## config.mk

```make
export PLATFORM = sky130hd
export DESIGN_NAME = ptwa_ctrl
export DESIGN_NICKNAME = d
export VERILOG_FILES = /design/src/ptwa_pkg.sv /design/src/ptwa_ctrl.sv
export SDC_FILE = /design/constraint.sdc
export NUM_CORES = 1
export LEC_CHECK = 0
export BUFFER_PORTS_ARGS = -buffer_cell sky130_fd_sc_hd__buf_4
export CAP_MARGIN = 20
export CORE_AREA = 2 2 39 41
export CTS_CLUSTER_SIZE = 28
export DETAILED_ROUTE_END_ITERATION = 10
export DIE_AREA = 0 0 41 43
export PLACE_DENSITY_LB_ADDON = 0.12
export REMOVE_ABC_BUFFERS = 1
export SYNTH_ARGS = -nofsm -noshare
export SYNTH_HDL_FRONTEND = slang
export SYNTH_SLANG_ARGS = --single-unit
```

## constraint.sdc

```tcl
create_clock -name clk -period 1.6 [get_ports clk]
set_input_delay 0.24 -clock clk [delete_from_list [all_inputs] [get_ports clk]]
set_output_delay 0.24 -clock clk [all_outputs]
set_load 0.005 [all_outputs]
```

## src/ptwa_pkg.sv

```systemverilog
`timescale 1ns / 1ps
// Shared types and constants for the page table walker with frame allocator.
package ptwa_pkg;

    localparam int DEF_OFFSET_BITS = 12;
    localparam int DEF_LEVEL_COUNT = 4;
    localparam int DEF_FRAME_COUNT = 64;

    localparam int VA_W = 48;
    localparam int PA_W = 18;
    localparam int ST_W = 2;

    localparam logic OP_TRANSLATE = 1'b0;
    localparam logic OP_ALLOC     = 1'b1;

    typedef enum logic [ST_W-1:0] {
        ST_OK       = 2'd0,
        ST_UNMAPPED = 2'd1,
        ST_NOFRAME  = 2'd2
    } pt_status_t;

    typedef enum logic [2:0] {
        S_CLEAR,
        S_IDLE,
        S_ROOT,
        S_EVAL,
        S_DONE
    } ctrl_state_t;

    typedef struct packed {
        logic       clear;
        logic       load;
        logic       from_entry;
        logic       take;
        logic       write;
        logic       step;
        logic       finish;
        pt_status_t code;
        logic       emit;
    } dp_cmd_t;

    typedef struct packed {
        logic clear_last;
        logic root_ok;
        logic entry_ok;
        logic avail;
        logic alloc;
        logic out_free;
    } dp_stat_t;

endpackage

```

## src/ptwa_ctrl.sv

```systemverilog
`timescale 1ns / 1ps
// Controller: memory clear sweep, walk sequencing and result hand-off.
module ptwa_ctrl
    import ptwa_pkg::*;
#(
    parameter int LEVEL_COUNT = DEF_LEVEL_COUNT
) (
    input  logic     clk,
    input  logic     rst_n,
    input  dp_stat_t stat,
    output dp_cmd_t  cmd,
    input  logic     in_valid,
    output logic     in_stall
);

    localparam int LVL_W = (LEVEL_COUNT > 1) ? $clog2(LEVEL_COUNT) : 1;
    localparam logic [LVL_W-1:0] LVL_LAST = LVL_W'(LEVEL_COUNT - 1);

    ctrl_state_t       state_reg, state_next;
    logic [LVL_W-1:0]  level_reg, level_next;

    always_ff @(posedge clk or negedge rst_n)
    begin
        if (!rst_n)
        begin
            state_reg <= S_CLEAR;
            level_reg <= '0;
        end
        else
        begin
            state_reg <= state_next;
            level_reg <= level_next;
        end
    end

    always_comb
    begin
        state_next = state_reg;
        level_next = level_reg;
        cmd        = '0;
        cmd.code   = ST_OK;
        in_stall   = 1'b1;

        unique case (state_reg)
            S_CLEAR:
            begin
                cmd.clear = 1'b1;
                if (stat.clear_last)
                begin
                    state_next = S_IDLE;
                end
            end
            S_IDLE:
            begin
                in_stall = 1'b0;
                if (in_valid)
                begin
                    cmd.load   = 1'b1;
                    state_next = S_ROOT;
                end
            end
            S_ROOT:
            begin
                if (stat.root_ok)
                begin
                    cmd.step = 1'b1;
                end
                else if (!stat.alloc)
                begin
                    cmd.finish = 1'b1;
                    cmd.code   = ST_UNMAPPED;
                end
                else if (!stat.avail)
                begin
                    cmd.finish = 1'b1;
                    cmd.code   = ST_NOFRAME;
                end
                else
                begin
                    cmd.take = 1'b1;
                    cmd.step = 1'b1;
                end
                level_next = '0;
                state_next = cmd.step ? S_EVAL : S_DONE;
            end
            S_EVAL:
            begin
                cmd.from_entry = 1'b1;
                if (stat.entry_ok)
                begin
                    cmd.step = 1'b1;
                end
                else if (!stat.alloc)
                begin
                    cmd.finish = 1'b1;
                    cmd.code   = ST_UNMAPPED;
                end
                else if (!stat.avail)
                begin
                    cmd.finish = 1'b1;
                    cmd.code   = ST_NOFRAME;
                end
                else
                begin
                    cmd.take  = 1'b1;
                    cmd.write = 1'b1;
                    cmd.step  = 1'b1;
                end
                if (cmd.step)
                begin
                    if (level_reg == LVL_LAST)
                    begin
                        cmd.finish = 1'b1;
                        cmd.code   = ST_OK;
                        state_next = S_DONE;
                    end
                    else
                    begin
                        level_next = level_reg + 1'b1;
                    end
                end
                else
                begin
                    state_next = S_DONE;
                end
            end
            S_DONE:
            begin
                if (stat.out_free)
                begin
                    cmd.emit   = 1'b1;
                    state_next = S_IDLE;
                end
            end
            default:
            begin
                state_next = S_IDLE;
            end
        endcase
    end

endmodule
```

==> Word level (Yosys, flattened, before mapping) <==
Cells that the tools add are included.
W data, S select, Z words.
{ "totals": {"register_bits": 5, "out_inout_bits": 11, "inputBits": 9} }
{ "classes": {"reduce_logical": 4, "eq_ne": 11, "mux": 36, "n_addsub": 1} }
{ "op_table": {"columns": ["cell", "n"], "rows": [
  ["$mux W3", 14],
  ["$mux W1", 15],
  ["$pmux W3 S5", 1],
  ["$ne A2 B2 Y1 const B", 5],
  ["$pmux W4 S2", 1],
  ["$eq A3 B2 Y1 const B", 2],
  ["$mux W2", 3],
  ["$pmux W2 S2", 1],
  ["$reduce_and A4 Y1", 1],
  ["$eq A3 B1 Y1 const B", 1],
  ["$eq A3 B3 Y1 const B", 1],
  ["$logic_not A3 Y1", 1],
  ["$ne A3 B3 Y1 const B", 1],
  ["$reduce_and A3 Y1", 1],
  ["$add A2 B1 Y2 const B", 1],
  ["$eq A2 B2 Y1 const B", 1],
  ["$pmux W1 S2", 1],
  ["$reduce_bool A2 Y1", 1]
]} }

==> Logic depth before layout (Yosys ltp) <==
{ "logic_depth": {"depth_word": 6, "mapped_depth": 4, "mapped_depth_nobuf": 3} }

==> Worst setup path after synthesis <==
OpenSTA, ideal clock, no wires.
{ "synth_timing": {"path_kind": "flip-flop to output port", "startpoint": "register state_reg[0]", "endpoint": "output port cmd[2] (netlist name)", "t_arrival_ns": 1.144, "slack_ns": 0.216, "path_buffers": 1, "stages_incl_launch_ff": 5, "cell_sequence": "dfrtp_1 > buf_2 > mux2i_1 > nand2_1 > nor3b_1"} }
{ "synth_lines": {"columns": ["item", "line_no", "rtl"], "rows": [
  ["from (decl)", "ptwa_ctrl.sv:19", "ctrl_state_t state_reg, state_next;"],
  ["from (signal assigned)", "ptwa_ctrl.sv:31", "state_reg <= state_next;"],
  ["to (decl)", "ptwa_ctrl.sv:11", "output dp_cmd_t cmd,"]
]} }

==> impl_metrics.csv <==
group,metric,value,unit
layout,largest_register_ffs,3,
drt,drc_errors,0,
yosys,ys_seq_area_frac,0.289,
drt,vias_per_cell,4.94,
clocking,cts_tree,"done",
drt,drt_first_pass_iters,4,
layout,fill_cells,151,
yosys,syn_area,433,sq um
yosys,synth_top_family_by_area,"simple AND/OR/NAND/NOR gates",
layout,synthToLayoutAreaGrowth,56.4,%
run,maxCapViolCount,0,
clocking,clock_path_buffers,2,
sta,finalMaxSlewViolations,0,
global_route,grt_pass1_vias,413,
power_and_ir_drop,power_density,1670,nW/um^2
power_and_ir_drop,leakage,0.000314,uW
floorplan,boundaryPins,20,
global_route,antenna_found_initial,0,
critical_path,rr_worst_depth,3,
yosys,syn_inst,53,
power_and_ir_drop,p_seq_frac,0.240,
layout,diodes,0,
yosys,synthAdderAreaFrac,0.0289,
layout,layout_commonest_cell,"buf_4",
clocking,h-tree-depth,1,
floorplan,core,1380,sq um
yosys,synth_compound_area_frac,0.249,
yosys,synth_cell_types,25,
critical_path,startpoint_type,"flip-flop",
yosys,synthXorXnorAreaFrac,0,
yosys,synth_edf_count,0,
yosys,synth_simple_gate_area_frac,0.355,
floorplan,dieArea,1760,sq um
critical_path,critical_path_peak_fanout,8,
clocking,cts_sinks,5,
floorplan,rows,14,
sta,maxSlewHeadroom,0.822,
yosys,yosys-top-cells-area,"dfrtp_1, nand2_1, a21oi_1",
run_status,status,"finished clean",
power_and_ir_drop,power_switching,454,uW
power_and_ir_drop,switching_share,0.401,
critical_path,cp-end-kind,"output pin",
sta,tns,0,ps
placed_design,placed_area,598,sq um
yosys,synth_top_cell_by_area,"dfrtp_1",
yosys,netlist.area_leader.share,0.289,
layout,drive_above_1_share,0.500,
layout,layout.nets,91,
yosys,synthFlopType,"dfrtp_1",
layout,fin_area,677,sq um
drt,num_vias,474,
worst_hold_path,hp-class,"primary input to asynchronous set/reset pin",
sta,hold_violations,0,
critical_path,worstSetupPathType,"flip-flop to output pin",
floorplan,initial_core_util,0.313,
clocking,root_buffer,"clkbuf_4",
sta,worst_pin_slew,267,ps
placed_design,gp_congestion,0.786,
power_and_ir_drop,power_frac_comb,0.627,
yosys,synthMuxAreaShare,0.0231,
clocking,clk_latency,250,ps
drt,final_antenna_net_count,0,
sta,final.setup_skew,3.35,ps
sta,setup_violations,0,
power_and_ir_drop,clock_power_share,0.133,
yosys,syn_area_per_cell,8.17,sq um
sta,period_minus_slack,1560,ps
drt,wl_per_cell,11.6,um
sta,rsz0062_at_grt,"true",
floorplan,die_w,41,um
sta,fin_crit_sh,0.978,
global_route,grt.overflow.total,0,
power_and_ir_drop,ir_worst_vdd,0.000657,V
layout,layout_common_cells,"buf_4, nand2_1, a21oi_1, nor2_1",
placed_design,post-dp-hpwl,816,um
global_route,grt_pass1_wl,1730,um
floorplan,die-height,43,um
layout,utilization,0.489,
placed_design,portBuffers,19,
yosys,ys_async_sr_fraction,1.00,
clocking,clk_pin_slew_worst_paths,50,ps
clocking,cts_made_buffers,3,
sta,clock.fmax,639,MHz
drt,wirelength,1110,um
critical_path,cp.required,1360,ps
global_route,track_usage,0.145,
yosys,yosys_warnings,0,
drt,drt_iter0_drc,4,
yosys,synth_seq_cells,5,
critical_path,critPathArrivalTime,1320,ps
power_and_ir_drop,p_int,679,uW
global_route,grt_max_degree,13,
[cell families (layout without fill, tap and decap cells)]
| family | Yosys count | in the layout |
|---|---|---|
| compound gates | 15 | 15 |
| fa+ha+maj | 1 | 1 |
| buf+inv | 5 | 32 |
| flops | 5 | 5 |
| mux | 1 | 1 |
| simple gates | 26 | 26 |
[area by class of cell]
class                      count  area, sq um  share of cell area
tap                           16         20.0              0.0296
sequential                     5          128               0.189
multi-input combinational     43          302               0.445
inverter                       3         11.3              0.0166
timing repair buffer          25          190               0.281
clock buffer                   4         26.3              0.0388
[critical path, stage by stage (launching register included)]
cell and delay [ps]:
dfrtp_2 440, and2b_2 240, nand2_1 90, nor3b_2 180, buf_4 130
[final timing paths]
| kind | from | to | slack [ps] |
|---|---|---|---|
| worst min-delay path | rst_n | level_reg[1] | 340 |
| worst max-delay path | state_reg[2] | cmd[2] | 40 |
| min in group clk | in_valid | state_reg[0] | 340 |
| max in group asynchronous | rst_n | state_reg[1] | 1140 |
| worst max register to register | level_reg[0] | level_reg[0] | 220 |
| worst min register to register | level_reg[1] | level_reg[1] | 550 |
[repair_timing]
action,in CTS,in global routing
resized for setup,5,3
pin swaps,0,0
hold buffers,1,0
buffers inserted,1,2
endpoints found under the setup margin,4,4
endpoints found under the hold margin,5,0
[cells in the mapped netlist, drive strengths merged (2+ instances only)]
cell type / n
nand2: 9
a21oi: 5
dfrtp: 5
nor2: 5
inv: 3
nand2b: 3
nor3: 3
o211ai: 3
buf: 2
nor3b: 2
o21ai: 2
[power by group through the flow]
stage               clock (uW)  combinational [uW]  sequential [uW]
floorplan                    0                 366              285
global placement             0                 628              279
detailed placement           0                 623              280
CTS                        156                 655              286
global route               165                 795              280
finish                     150                 710              272
[layer usage]
layer / global-route usage / part of all wire / up-vias
met3: 0.0785 / 0.069 / 0
met1: 0.209 / 0.50 / 213
met2: 0.194 / 0.43 / 16
met4: 0.0200 / 0 / 0
met5: 0 / 0 / -
li1: - / - / 245
[stage by stage]
stage                     hold WS [ps]  worst slack (ps)  std cells  total power [uW]
after detailed placement          45.6               151         88               903
after global placement            46.8               144         88               907
after global routing               346             -54.9         96              1240
after floorplan                  -55.6               249         51               651
after CTS                          325              4.40         94              1100
final                              336              35.2         96              1130
No activity file was read; power rests on OpenSTA's default activity.
